## src/rtl/tfs_pkg.sv

```systemverilog
// shared types and constants for the timed frame sequencer
package tfs_pkg;

  typedef enum logic [2:0] {
    OP_QUERY = 3'd0,
    OP_START = 3'd1,
    OP_STOP  = 3'd2,
    OP_PAUSE = 3'd3,
    OP_WRITE = 3'd4
  } op_e;

  typedef enum logic [1:0] {
    RUN_STOPPED = 2'd0,
    RUN_PAUSED  = 2'd1,
    RUN_RUNNING = 2'd2
  } run_e;

  typedef enum logic [1:0] {
    MODE_ONESHOT = 2'd0,
    MODE_SHUTTLE = 2'd1,
    MODE_SWING   = 2'd2
  } mode_e;

  typedef enum logic [1:0] {
    CFG_PLAY_MODE   = 2'd0,
    CFG_LOOP_LENGTH = 2'd1,
    CFG_FIRST_FRAME = 2'd2,
    CFG_LAST_FRAME  = 2'd3
  } cfg_e;

  typedef enum logic [2:0] {
    ST_IDLE,
    ST_PREP,
    ST_MOD,
    ST_WALK,
    ST_OUT
  } state_e;

  localparam int unsigned CfgIdxW = 2;
  localparam int unsigned TimeW   = 40;
  localparam logic [23:0] DurReset = 24'd256;

  typedef struct packed {
    logic [2:0]  operation;
    logic [31:0] frame_time;
    logic [4:0]  entry_index;
    logic [23:0] duration;
  } in_item_t;

  typedef struct packed {
    logic [4:0] frame_index;
    logic [1:0] run_state;
    logic       just_finished;
  } out_item_t;

  typedef struct packed {
    logic load;
    logic prep;
    logic mod_step;
    logic walk_step;
  } dp_cmd_t;

  typedef struct packed {
    logic running;
    logic oneshot_end;
    logic need_mod;
    logic mod_done;
    logic walk_done;
  } dp_sts_t;

endpackage

```

## src/rtl/tfs_ctrl.sv

```systemverilog
// controller state machine for the timed frame sequencer
module tfs_ctrl (
  input  logic                clk_i,
  input  logic                rst_ni,
  input  logic                in_valid,
  output logic                in_stall,
  output logic                out_valid,
  input  logic                out_stall,
  input  tfs_pkg::dp_sts_t    sts_i,
  output tfs_pkg::dp_cmd_t    cmd_o
);
  tfs_pkg::state_e state_q, state_d;

  always_ff @(posedge clk_i or negedge rst_ni) begin
    if (!rst_ni) begin
      state_q <= tfs_pkg::ST_IDLE;
    end else begin
      state_q <= state_d;
    end
  end

  always_comb begin
    state_d = state_q;
    unique case (state_q)
      tfs_pkg::ST_IDLE: begin
        if (in_valid) state_d = tfs_pkg::ST_PREP;
      end
      tfs_pkg::ST_PREP: begin
        if (!sts_i.running || sts_i.oneshot_end) state_d = tfs_pkg::ST_OUT;
        else if (sts_i.need_mod) state_d = tfs_pkg::ST_MOD;
        else state_d = tfs_pkg::ST_WALK;
      end
      tfs_pkg::ST_MOD: begin
        if (sts_i.mod_done) state_d = tfs_pkg::ST_WALK;
      end
      tfs_pkg::ST_WALK: begin
        if (sts_i.walk_done) state_d = tfs_pkg::ST_OUT;
      end
      tfs_pkg::ST_OUT: begin
        if (!out_stall) state_d = tfs_pkg::ST_IDLE;
      end
      default: state_d = tfs_pkg::ST_IDLE;
    endcase
  end

  always_comb begin
    cmd_o     = '0;
    in_stall  = 1'b1;
    out_valid = 1'b0;
    unique case (state_q)
      tfs_pkg::ST_IDLE: begin
        in_stall     = 1'b0;
        cmd_o.load   = in_valid;
      end
      tfs_pkg::ST_PREP: begin
        cmd_o.prep     = 1'b1;
      end
      tfs_pkg::ST_MOD:  cmd_o.mod_step = 1'b1;
      tfs_pkg::ST_WALK: cmd_o.walk_step = 1'b1;
      tfs_pkg::ST_OUT:  out_valid = 1'b1;
      default: ;
    endcase
  end
endmodule

```

## src/rtl/tfs_dp.sv

```systemverilog
// datapath: run state, duration table, restoring modulo and frame walk
module tfs_dp #(
  parameter int unsigned FRAME_COUNT = 32
) (
  input  logic                clk_i,
  input  logic                rst_ni,
  input  tfs_pkg::in_item_t   in_item_i,
  input  logic                cfg_we_i,
  input  logic [tfs_pkg::CfgIdxW-1:0] cfg_idx_i,
  input  logic [31:0]         cfg_data_i,
  input  tfs_pkg::dp_cmd_t    cmd_i,
  output tfs_pkg::dp_sts_t    sts_o,
  output tfs_pkg::out_item_t  out_item_o
);
  localparam int unsigned TW = tfs_pkg::TimeW;

  logic [1:0]  mode_q;
  logic [23:0] len_q;
  logic [4:0]  first_q, last_q;
  logic [1:0]  run_q;
  logic [31:0] stamp_q;
  logic [4:0]  cur_q;
  logic        done_q;
  logic [31:0] valid_q;
  logic [23:0] mem_q [32];
  tfs_pkg::in_item_t item_q;

  logic [TW:0]  t_q;       // dividend during the modulo, then walk time
  logic [25:0]  r_q;       // partial remainder
  logic [5:0]   sh_q;
  logic [5:0]   k_q;       // walk index, one past upper bound possible
  logic [24:0]  dlen;
  logic [23:0]  rd_q;
  logic         rd_vld_q;
  logic         rd_in_q;
  logic [5:0]   k_nx;
  logic [25:0]  dlen_w, rem_sh, rem_nx, mod_res;

  always_ff @(posedge clk_i or negedge rst_ni) begin
    if (!rst_ni) begin
      mode_q  <= tfs_pkg::MODE_SHUTTLE;
      len_q   <= 24'd256;
      first_q <= '0;
      last_q  <= '0;
    end else if (cfg_we_i) begin
      case (cfg_idx_i)
        tfs_pkg::CFG_PLAY_MODE:   mode_q  <= cfg_data_i[1:0];
        tfs_pkg::CFG_LOOP_LENGTH: len_q   <= cfg_data_i[23:0];
        tfs_pkg::CFG_FIRST_FRAME: first_q <= cfg_data_i[4:0];
        tfs_pkg::CFG_LAST_FRAME:  last_q  <= cfg_data_i[4:0];
        default: ;
      endcase
    end
  end

  assign dlen = (mode_q == tfs_pkg::MODE_SWING) ? {len_q, 1'b0} : {1'b0, len_q};

  logic [31:0] elapsed;
  assign elapsed = (item_q.frame_time >= stamp_q) ? item_q.frame_time - stamp_q : '0;

  logic [23:0] rd_dur;
  assign rd_dur = !rd_in_q ? '0 : (rd_vld_q ? rd_q : tfs_pkg::DurReset);

  logic [TW:0] t_sub;
  assign t_sub = t_q - {{(TW-23){1'b0}}, rd_dur};

  logic walk_stop;
  assign walk_stop = (t_q == '0) || t_q[TW] || (k_q > {1'b0, last_q});

  logic [5:0] k_sel;
  assign k_sel = (k_q < {1'b0, first_q} + 6'd1) ? {1'b0, first_q} : k_q - 6'd1;

  // one modulo step: shift in the next dividend bit, subtract when it fits; mod_res folds swing results
  assign dlen_w  = {1'b0, dlen};
  assign rem_sh  = {r_q[24:0], t_q[TW-1]};
  assign rem_nx  = (rem_sh >= dlen_w) ? rem_sh - dlen_w : rem_sh;
  assign mod_res = (len_q == '0) ? '0 :
                   ((mode_q == tfs_pkg::MODE_SWING) && (rem_nx >= {2'b0, len_q})) ?
                   dlen_w - rem_nx : rem_nx;

  always_ff @(posedge clk_i or negedge rst_ni) begin
    if (!rst_ni) begin
      run_q   <= tfs_pkg::RUN_STOPPED;
      stamp_q <= '0;
      cur_q   <= '0;
      done_q  <= 1'b0;
      valid_q <= '0;
    end else begin
      if (cmd_i.load) begin
        done_q <= 1'b0;
        unique case (in_item_i.operation)
          tfs_pkg::OP_START: begin
            run_q   <= tfs_pkg::RUN_RUNNING;
            stamp_q <= in_item_i.frame_time;
          end
          tfs_pkg::OP_STOP:  run_q <= tfs_pkg::RUN_STOPPED;
          tfs_pkg::OP_PAUSE: run_q <= tfs_pkg::RUN_PAUSED;
          tfs_pkg::OP_WRITE: begin
            if (32'(in_item_i.entry_index) < FRAME_COUNT)
              valid_q[in_item_i.entry_index] <= 1'b1;
          end
          default: ;
        endcase
      end
      if (cmd_i.prep && sts_o.running && sts_o.oneshot_end) begin
        run_q  <= tfs_pkg::RUN_STOPPED;
        cur_q  <= last_q;
        done_q <= 1'b1;
      end
      if (cmd_i.walk_step && walk_stop) begin
        if (k_sel > {1'b0, last_q}) cur_q <= last_q;
        else cur_q <= k_sel[4:0];
      end
    end
  end

  always_ff @(posedge clk_i) begin
    if (cmd_i.load) begin
      item_q <= in_item_i;
      if (in_item_i.operation == tfs_pkg::OP_WRITE &&
          32'(in_item_i.entry_index) < FRAME_COUNT)
        mem_q[in_item_i.entry_index] <= in_item_i.duration;
    end
  end

  // registered table read, one entry ahead of the walk
  assign k_nx = cmd_i.prep ? {1'b0, first_q} : k_q + 6'd1;

  always_ff @(posedge clk_i) begin
    if (cmd_i.prep || (cmd_i.walk_step && !walk_stop)) begin
      rd_q     <= mem_q[k_nx[4:0]];
      rd_vld_q <= valid_q[k_nx[4:0]];
      rd_in_q  <= !k_nx[5] && (32'(k_nx) < FRAME_COUNT);
    end
  end

  // prep load, restoring modulo with one dividend bit per cycle, and walk subtraction
  always_ff @(posedge clk_i) begin
    if (cmd_i.prep) begin
      t_q  <= {1'b0, elapsed, 8'd0};
      r_q  <= '0;
      sh_q <= 6'(TW - 1);
      k_q  <= {1'b0, first_q};
    end else if (cmd_i.mod_step) begin
      r_q  <= rem_nx;
      sh_q <= sh_q - 6'd1;
      if (sh_q == 6'd0) t_q <= {{(TW-25){1'b0}}, mod_res};
      else t_q <= {t_q[TW-1:0], 1'b0};
    end else if (cmd_i.walk_step && !walk_stop) begin
      t_q <= t_sub;
      k_q <= k_q + 6'd1;
    end
  end

  assign sts_o.running     = (run_q == tfs_pkg::RUN_RUNNING);
  assign sts_o.oneshot_end = (mode_q == tfs_pkg::MODE_ONESHOT) &&
                             ({elapsed, 8'd0} >= {16'd0, len_q});
  assign sts_o.need_mod    = (mode_q == tfs_pkg::MODE_SHUTTLE) ||
                             (mode_q == tfs_pkg::MODE_SWING);
  assign sts_o.mod_done    = (sh_q == 6'd0);
  assign sts_o.walk_done   = walk_stop;

  assign out_item_o.frame_index   = cur_q;
  assign out_item_o.run_state     = run_q;
  assign out_item_o.just_finished = done_q;
endmodule

```

## src/rtl/timed_frame_sequencer_unit.sv

```systemverilog
// top level of the timed frame sequencer
// usage:
//   in channel: in_valid / in_stall with an in_item_t payload; an item is taken
//   when valid is high and stall low. out channel likewise, out_stall driven by
//   the receiver. each item gives exactly one result item.
//   config: cfg_valid / cfg_ready with index and data; write only while idle.
// timing:
//   one item at a time. prep, then a 40 step restoring modulo in shuttle
//   and swing modes, then a walk of one duration per cycle.
//   the result is offered straight after prep when stopped, paused or at a
//   one-shot end, after the walk in a running one-shot or unreduced mode,
//   and after modulo and walk in shuttle or swing.
//   the next item can be taken in the cycle after the result leaves.
// reset:
//   asynchronous active low. mode shuttle, loop length 1.0, range 0..0,
//   stopped, every duration 1.0 via per entry valid bits, no sweep needed.
// stall:
//   a stalled result holds; no new item is taken until it is delivered.
module timed_frame_sequencer_unit #(
  parameter int unsigned FRAME_COUNT = 32
) (
  input  logic               clk_i,
  input  logic               rst_ni,
  input  logic               in_valid,
  output logic               in_stall,
  input  tfs_pkg::in_item_t  in_item_i,
  output logic               out_valid,
  input  logic               out_stall,
  output tfs_pkg::out_item_t out_item_o,
  input  logic               cfg_valid,
  output logic               cfg_ready,
  input  logic [tfs_pkg::CfgIdxW-1:0] cfg_index_i,
  input  logic [31:0]        cfg_data_i
);
  tfs_pkg::dp_cmd_t cmd;
  tfs_pkg::dp_sts_t sts;

  assign cfg_ready = 1'b1;

  tfs_ctrl u_ctrl (
    .clk_i, .rst_ni, .in_valid, .in_stall, .out_valid, .out_stall,
    .sts_i(sts), .cmd_o(cmd)
  );

  tfs_dp #(.FRAME_COUNT(FRAME_COUNT)) u_dp (
    .clk_i, .rst_ni,
    .in_item_i, .cfg_we_i(cfg_valid & cfg_ready), .cfg_idx_i(cfg_index_i),
    .cfg_data_i, .cmd_i(cmd), .sts_o(sts), .out_item_o
  );
endmodule

```

## config.mk

```make
export PLATFORM = sky130hd
export DESIGN_NAME = timed_frame_sequencer_unit
export DESIGN_NICKNAME = d
export VERILOG_FILES = /design/src/rtl/tfs_pkg.sv /design/src/rtl/tfs_ctrl.sv /design/src/rtl/tfs_dp.sv /design/src/rtl/timed_frame_sequencer_unit.sv
export SDC_FILE = /design/constraint.sdc
export NUM_CORES = 2
export LEC_CHECK = 0
export BUFFER_PORTS_ARGS = -buffer_cell sky130_fd_sc_hd__buf_2
export CORE_AREA = 2 2 472 240
export DETAILED_ROUTE_END_ITERATION = 16
export DIE_AREA = 0 0 474 242
export SYNTH_ARGS = -nofsm -noshare
export SYNTH_HDL_FRONTEND = slang
export SYNTH_HIERARCHICAL = 1
export SYNTH_SLANG_ARGS = --single-unit
```

## constraint.sdc

```tcl
create_clock -name clk_i -period 7.2 [get_ports clk_i]
set_input_delay 1.08 -clock clk_i [delete_from_list [all_inputs] [get_ports clk_i]]
set_output_delay 1.08 -clock clk_i [all_outputs]
set_load 0.02 [all_outputs]
```

## After elaboration in Yosys (flattened, before gate mapping)

Memories as Yosys holds them, arrays and structs flattened. A register that Yosys moved wholly into a read port is not among the register bits.
Index checks and enable logic that the tools add are counted.

- Add/sub/neg operators: 8
- Magnitude comparators: 11
- Equality and inequality tests: 19
- Muxes and demuxes: 44
- Bitwise gates (word level): 2
- Reductions and logical operators: 38

Operator list:

| kind | number |
|---|---|
| two-way mux 41 bit | 3 |
| two-way mux 26 bit | 3 |
| two-way mux 24 bit | 2 |
| zero test 41 bit | 1 |
| subtractor 41 x 24 -> 41 bit | 1 |
| greater-or-equal comparator 40 x 24 -> 1 bit | 1 |
| two-way mux 40 bit | 1 |
| greater-or-equal comparator 32 bit | 1 |
| two-way mux 32 bit | 1 |
| OR 32 bit | 1 |
| subtractor 32 bit | 1 |
| two-way mux 5 bit | 6 |
| greater-or-equal comparator 26 x 24 -> 1 bit | 1 |
| greater-or-equal comparator 26 x 25 -> 1 bit | 1 |
| subtractor 25 x 26 -> 26 bit | 1 |
| subtractor 26 x 25 -> 26 bit | 1 |
| two-way mux 25 bit | 1 |
| zero test 24 bit | 1 |
| AND reduction 2 bit | 9 |
| two-way mux 3 bit | 5 |
| one-hot mux 3 bit (5 select lines) | 1 |
| two-way mux 1 bit | 14 |
| == test 3 x 2 -> 1 bit (second input constant) | 4 |
| greater-than comparator 6 x 5 -> 1 bit | 2 |
| 29 further kinds | 59 |

- Register bits: 223
- Memory bits (writable): 768
- Output and inout bits: 11
- Logic and storage cells: 142
- Memories kept: 1

Memory list:

| name | words | width | rd ports | clocked after memory_dff | wr ports | RTL line | RTL |
|---|---|---|---|---|---|---|---|
| u_dp.mem_q | 32 | 24 | 1 | 1 | 1 | tfs_dp.sv:25 | `logic [23:0] mem_q [32];` |

## Longest topological paths before layout

- Depth in word-level cells: 11
- Mapped depth: 36

## Hierarchy

Netlist, hierarchy kept.

Modules (own cells, without submodules):

| module | instances | cells an instance | area each (µm²) |
|---|---|---|---|
| tfs_dp | 1 | 4,498 | 49,190.9 |
| tfs_ctrl | 1 | 25 | 220.2 |
| timed_frame_sequencer_unit | 1 | 2 | 11.3 |

## Worst setup path before layout

No wires, ideal clock.

- Path type: flip-flop to flip-flop
- From: register u_dp.mode_q[0]
- To: register u_dp.t_q[8] (data pin)
- Library setup time: 0.260 ns
- Arrival: 6.892 ns
- Path slack: 0.048 ns
- Cell stages (with the launch flop): 35
- Period minus slack after synthesis: 7.152 ns
- Cells stage by stage: dfstp_2 inv_1 ha_1 buf_4 buf_1 o21ai_0 inv_1 ha_1 nand3_1 mux2i_1 nand4_1 nand4_2 a311oi_4 nand2_2 buf_6 clkbuf_1 clkbuf_1 mux2i_1 inv_1 ha_1 nor2b_1 o21a_1 o21a_1 o21a_1 o21a_1 o21ai_0 a21oi_1 a2111oi_0 nor4_1 o41ai_4 buf_6 nor2_1 a21oi_1 o221ai_1 mux2_2

- Longest elaborated chain between the ends: 11
- Elaborated cells on any way between the ends: 13
- Classes of those cells: 2 x add/sub; 2 x order compare; 1 x eq/ne; 7 x mux; 1 x reduce/logical

Ends and longest elaborated chain:

| item | RTL line | RTL |
|---|---|---|
| start, declared | tfs_dp.sv:17 | `logic [1:0] mode_q;` |
| start signal, assigned | tfs_dp.sv:41 | `mode_q <= tfs_pkg::MODE_SHUTTLE;` |
| start signal, assigned | tfs_dp.sv:47 | `tfs_pkg::CFG_PLAY_MODE: mode_q <= cfg_data_i[1:0];` |
| == test 2 bit * | tfs_dp.sv:56 | `assign dlen = (mode_q == tfs_pkg::MODE_SWING) ? {len_q, 1'b0} : {1'b0, len_q};` |
| two-way mux 25 bit * | tfs_dp.sv:56 |  |
| subtractor 26 x 25 -> 26 bit / greater-or-equal comparator 26 x 25 -> 1 bit (equally long branches) | tfs_dp.sv:76 | `assign rem_nx = (rem_sh >= dlen_w) ? rem_sh - dlen_w : rem_sh;` |
| two-way mux 26 bit * | tfs_dp.sv:76 |  |
| named net u_dp.rem_nx[1] | tfs_dp.sv:37 | `logic [25:0] dlen_w, rem_sh, rem_nx, mod_res;` |
| greater-or-equal comparator 26 x 24 -> 1 bit | tfs_dp.sv:78 | `((mode_q == tfs_pkg::MODE_SWING) && (rem_nx >= {2'b0, len_q})) ?` |
| logical AND 1 bit | tfs_dp.sv:78 |  |
| two-way mux 26 bit * | tfs_dp.sv:78 |  |
| two-way mux 26 bit * | tfs_dp.sv:77 | `assign mod_res = (len_q == '0) ? '0 :` |
| two-way mux 41 bit * | tfs_dp.sv:147 | `if (sh_q == 6'd0) t_q <= {{(TW-25){1'b0}}, mod_res};` |
| two-way mux 41 bit * | tfs_dp.sv:144 | `end else if (cmd_i.mod_step) begin` |
| two-way mux 40 bit * | tfs_dp.sv:139 | `if (cmd_i.prep) begin` |
| end signal, assigned | tfs_dp.sv:140 | `t_q <= {1'b0, elapsed, 8'd0};` |
| end signal, assigned | tfs_dp.sv:147 |  |
| end signal, assigned | tfs_dp.sv:148 | `else t_q <= {t_q[TW-1:0], 1'b0};` |
| end, declared | tfs_dp.sv:28 | `logic [TW:0] t_q;` |

Mark *: on every way through the listed nets, which the timed path passes. The rest lies on a longest branch.
A chain may end at the register's enable or synchronous reset.

## Final worst setup path

- From: register u_dp.mode_q[0]
- To: register u_dp.t_q[21] (data pin)

- Longest elaborated chain between the ends: 11
- Elaborated cells on any way between the ends: 13
- Classes of those cells: 2 x add/sub; 2 x order compare; 1 x eq/ne; 7 x mux; 1 x reduce/logical

Ends and longest elaborated chain:

| item | RTL line |
|---|---|
| == test 2 bit * | tfs_dp.sv:56, tfs_dp.sv:78 |
| two-way mux 25 bit | tfs_dp.sv:56 |
| subtractor 26 x 25 -> 26 bit / greater-or-equal comparator 26 x 25 -> 1 bit (equally long branches) | tfs_dp.sv:76 |
| two-way mux 26 bit | tfs_dp.sv:76 |
| greater-or-equal comparator 26 x 24 -> 1 bit | tfs_dp.sv:78 |
| logical AND 1 bit | tfs_dp.sv:78 |
| two-way mux 26 bit * | tfs_dp.sv:78 |
| two-way mux 26 bit * | tfs_dp.sv:77 |
| two-way mux 41 bit * | tfs_dp.sv:147 |
| two-way mux 41 bit * | tfs_dp.sv:144 |
| two-way mux 40 bit * | tfs_dp.sv:139 |

Every way passes the cells marked *; elsewhere a longest branch is shown, timed or not.

==> results by group <==
Status
  • Status: finished, final reports clean

Synth
  • Syn_nets: between 4000 and 5000
  • Yosys warning count: 6
  • Synthesized cell area: approximately 49000 sq um
  • Post-synth EDFFs: about 860
  • Post-synthesis sequential area ratio: 0.597
  • Post-synth ARST share: 0.109
  • Largest cells by area after synthesis: edfxtp_1, nand2_1, dfrtp_1
  • Dominant synthesized flop cell: edfxtp_1
  • Synthesized area per cell: 10.9 sq um
  • Synth top area share: 0.524
  • #FFs+latches synth: approximately 1000
  • Largest area contributor in the netlist: edfxtp_1
  • Netlist cell types: between 100 and 150
  • Cells after synthesis: around 4500

Worst setup path
  • Worst-path fanout max: 7
  • Critical Path Slowest Stage Cell: a311o_2
  • Worst Path Arrival: 7350 ps
  • Startpoint Class: register
  • Most frequent CP cell: inv_1
  • Max incr delay on CP: 550 ps
  • RR Startpoint: u_dp/mode_q[0]
  • R2R Path End: u_dp/t_q[21]
  • Critical Path Source: u_dp/mode_q[0]
  • Critical path type: register to register
  • CP Capture Type: register
  • Cells on worst reg2reg path: 29
  • CP required: roughly 7600 ps
  • R2R Setup Slk: 290 ps

Power
  • Pwr dens: between 500 and 600 nW/um^2
  • LEAKAGE: ~21 nW
  • Worst vdd rail ir drop: slightly above 0.5 mV

Cells and area
  • Most common cell after layout, fill and taps aside: nand2_1
  • Area growth from synthesis to layout: 12.1%
  • FILL cells: ~10000
  • Most frequent cells in the layout: nand2_1, edfxtp_1, nand3_1, a311oi_1, a21oi_1
  • Register area: slightly below 30000 sq um
  • Fin util: 0.498
  • Multi-input gate area: approximately 19000 sq um
  • Layout cells sized above 1: 0.121
  • Nets: ~5000

Floorplan
  • Initial Utilization: 0.445
  • Die Ht: about 240 microns
  • Die width: between 400 and 500 microns
  • # IOs: 114
  • Die area: 115000 sq um
  • Rows: 87
  • Core ar.: between 100000 and 150000 sq um

STA
  • Fin crit share: 0.960
  • Post-layout min period: between 6000 and 7000 ps
  • Final Setup Violations: 0
  • Final setup margin: about 290 ps
  • Final Max Tran Viols: 0
  • Worst Tran Pin Value: 1250 ps
  • Final Hold Violating Endpoints: 0
  • Fmax: ~140 MHz
  • Max-slew headroom: 0.158
  • Worst Clk Skew: between 30 and 40 ps

Drt
  • Total routed wirelength: roughly 150000 microns
  • Vias: 36224
  • Drt first pass iters: 6
  • Antenna viol nets, final: 0
  • DR iter-0 viols: 4796
  • DRC viols: 0
  • Routed WL per cell: approximately 24 microns
  • Via density: 5.85

Hold path
  • Worst Hold Class: primary input to async pin

GRT
  • First-pass GRT wire length: 221000 microns
  • Initial antenna violation count: 8
  • Vias in the first global route: between 30000 and 40000
  • Largest net degree at the start of global routing: ~130
  • GRT overflow: 0
  • GRT Total Usage: 0.255

Clocking
  • Clock Latency Late Sink: roughly 700 ps
  • Root Driver: clkbuf_16
  • CTS HTree Levels: 3
  • TritonCTS buffer count: 92
  • Clk buf depth: 3
  • Hold buffers post-CTS: 0
  • Clock sinks: 1015
  • Clock slew at reported path FFs: 70 ps
  • CTS tree: built

Placement
  • RD Place Congestion: roughly 0.94
  • Pre-CTS setup slack: between 40 and 50 ps
  • # port buffers: 104
  • DPL Wire Length: ~97000 microns

Run
  • Max_cap viols: 0
registers in the layout, indices dropped and copies added, names as in the netlist, 2 cells and up:
name            flops
u_dp/mem_q        768
u_dp/rd_q          24
u_dp/sh_q           6
u_dp/stamp_q       32
u_dp/first_q        5
u_ctrl/state_q      3
u_dp/item_q        32
u_dp/valid_q       32
u_dp/cur_q          5
u_dp/mode_q         2
u_dp/last_q         5
u_dp/len_q         24
u_dp/k_q            6
u_dp/run_q          2
u_dp/t_q           41
u_dp/r_q           25
cell type report:
| cell class | count | share of cell area |
|---|---|---|
| Tap cell | 1513 | 0.0342 |
| Sequential cell | 1015 | 0.533 |
| Multi-Input combinational cell | 3087 | 0.337 |
| Clock buffer | 118 | 0.0442 |
| Antenna cell | 1 | 0.0000452 |
| Clock inverter | 49 | 0.0105 |
| Timing Repair Buffer | 242 | 0.0297 |
| Inverter | 166 | 0.0115 |
how the worst max path moves through the flow:
stage,end,cells past startpoint
after floorplan,u_dp/t_q[8],34
after global placement,u_ctrl/state_q[2],31
after detailed placement,u_dp/cur_q[3],30
after CTS,u_dp/t_q[8],31
after global routing,u_dp/t_q[0],28
final,u_dp/t_q[21],29
routing by layer:
metal,share of wire,vias to the layer above,track usage
li1,-,16724,-
met1,0.50,17713,0.436
met2,0.37,1652,0.311
met3,0.12,133,0.0712
met4,0.012,2,0.0422
met5,0.000088,-,0
cell usage after synthesis (all sizes together), types with 7 or more instances:
cell type / n
nand3: 261
mux2i: 31
and3: 117
ha: 159
o21ai: 181
a21oi: 179
inv: 164
or2: 44
a211oi: 31
dfrtp: 109
a2bb2oi: 7
xor2: 40
clkbuf: 228
o21a: 27
a21o: 58
nand2: 1044
and2: 18
nor2b: 26
o211ai: 21
a221oi: 11
o22ai: 9
a31oi: 49
mux2: 45
nor2: 196
edfxtp: 863
nor3: 30
o221ai: 7
nand4: 19
o31a: 9
nand2b: 26
or3: 12
dfxtp: 41
nor4: 20
buf: 29
o31ai: 40
a311oi: 180
nand3b: 11
xnor2: 77
kinds of logic (layout without fill, tap and decap cells):
| group | count (synthesis) | count (layout) | share of synthesized area |
|---|---|---|---|
| and+or+nand+nor | 1845 | 1845 | 0.165 |
| DFF | 1015 | 1015 | 0.597 |
| AOI/OAI and AO/OA | 881 | 881 | 0.123 |
| buffers and inverters | 423 | 575 | 0.0332 |
| adders and majority gates | 167 | 167 | 0.0427 |
| xor gates and xnor gates | 117 | 117 | 0.0207 |
| muxes | 76 | 76 | 0.0174 |
| other | 1 | 2 | 0.0000759 |
through the flow:
stage               TNS, ps  area, sq um  hold WS [ps]  power, W  cells
floorplan                 0        49400           439    0.0178   4525
global placement          0        52300           450    0.0230   6019
detailed placement        0        52300           451    0.0231   6019
CTS                       0        55300           449    0.0282   6186
global route          -27.2        55400           478    0.0303   6190
finish                    0        55400           425    0.0286   6191
where the power goes:
group	switching, W	internal, W	total [W]
sequential	0.000430	0.00712	0.00755
combinational	0.0106	0.00534	0.0159
clock	0.00226	0.00282	0.00508
total	0.0133	0.0153	0.0286
worst max-delay path, delay by kind of cell (launching register included):
kind,cells,cell delay (ps)
and+or+nand+nor,8,1160
DFF,1,510
xor gates and xnor gates,1,170
adders and majority gates,5,1510
AOI/OAI and AO/OA,9,2690
buffers and inverters,6,660
timing repair:
item                                    CTS  global route
resized for setup                         1            27
setup buffers                             0             4
hold endpoints to repair                  0             0
pin swaps                                 0             6
cloned                                    0             0
endpoints found under the setup margin    5            34
No activity file was read; power rests on OpenSTA's default activity.
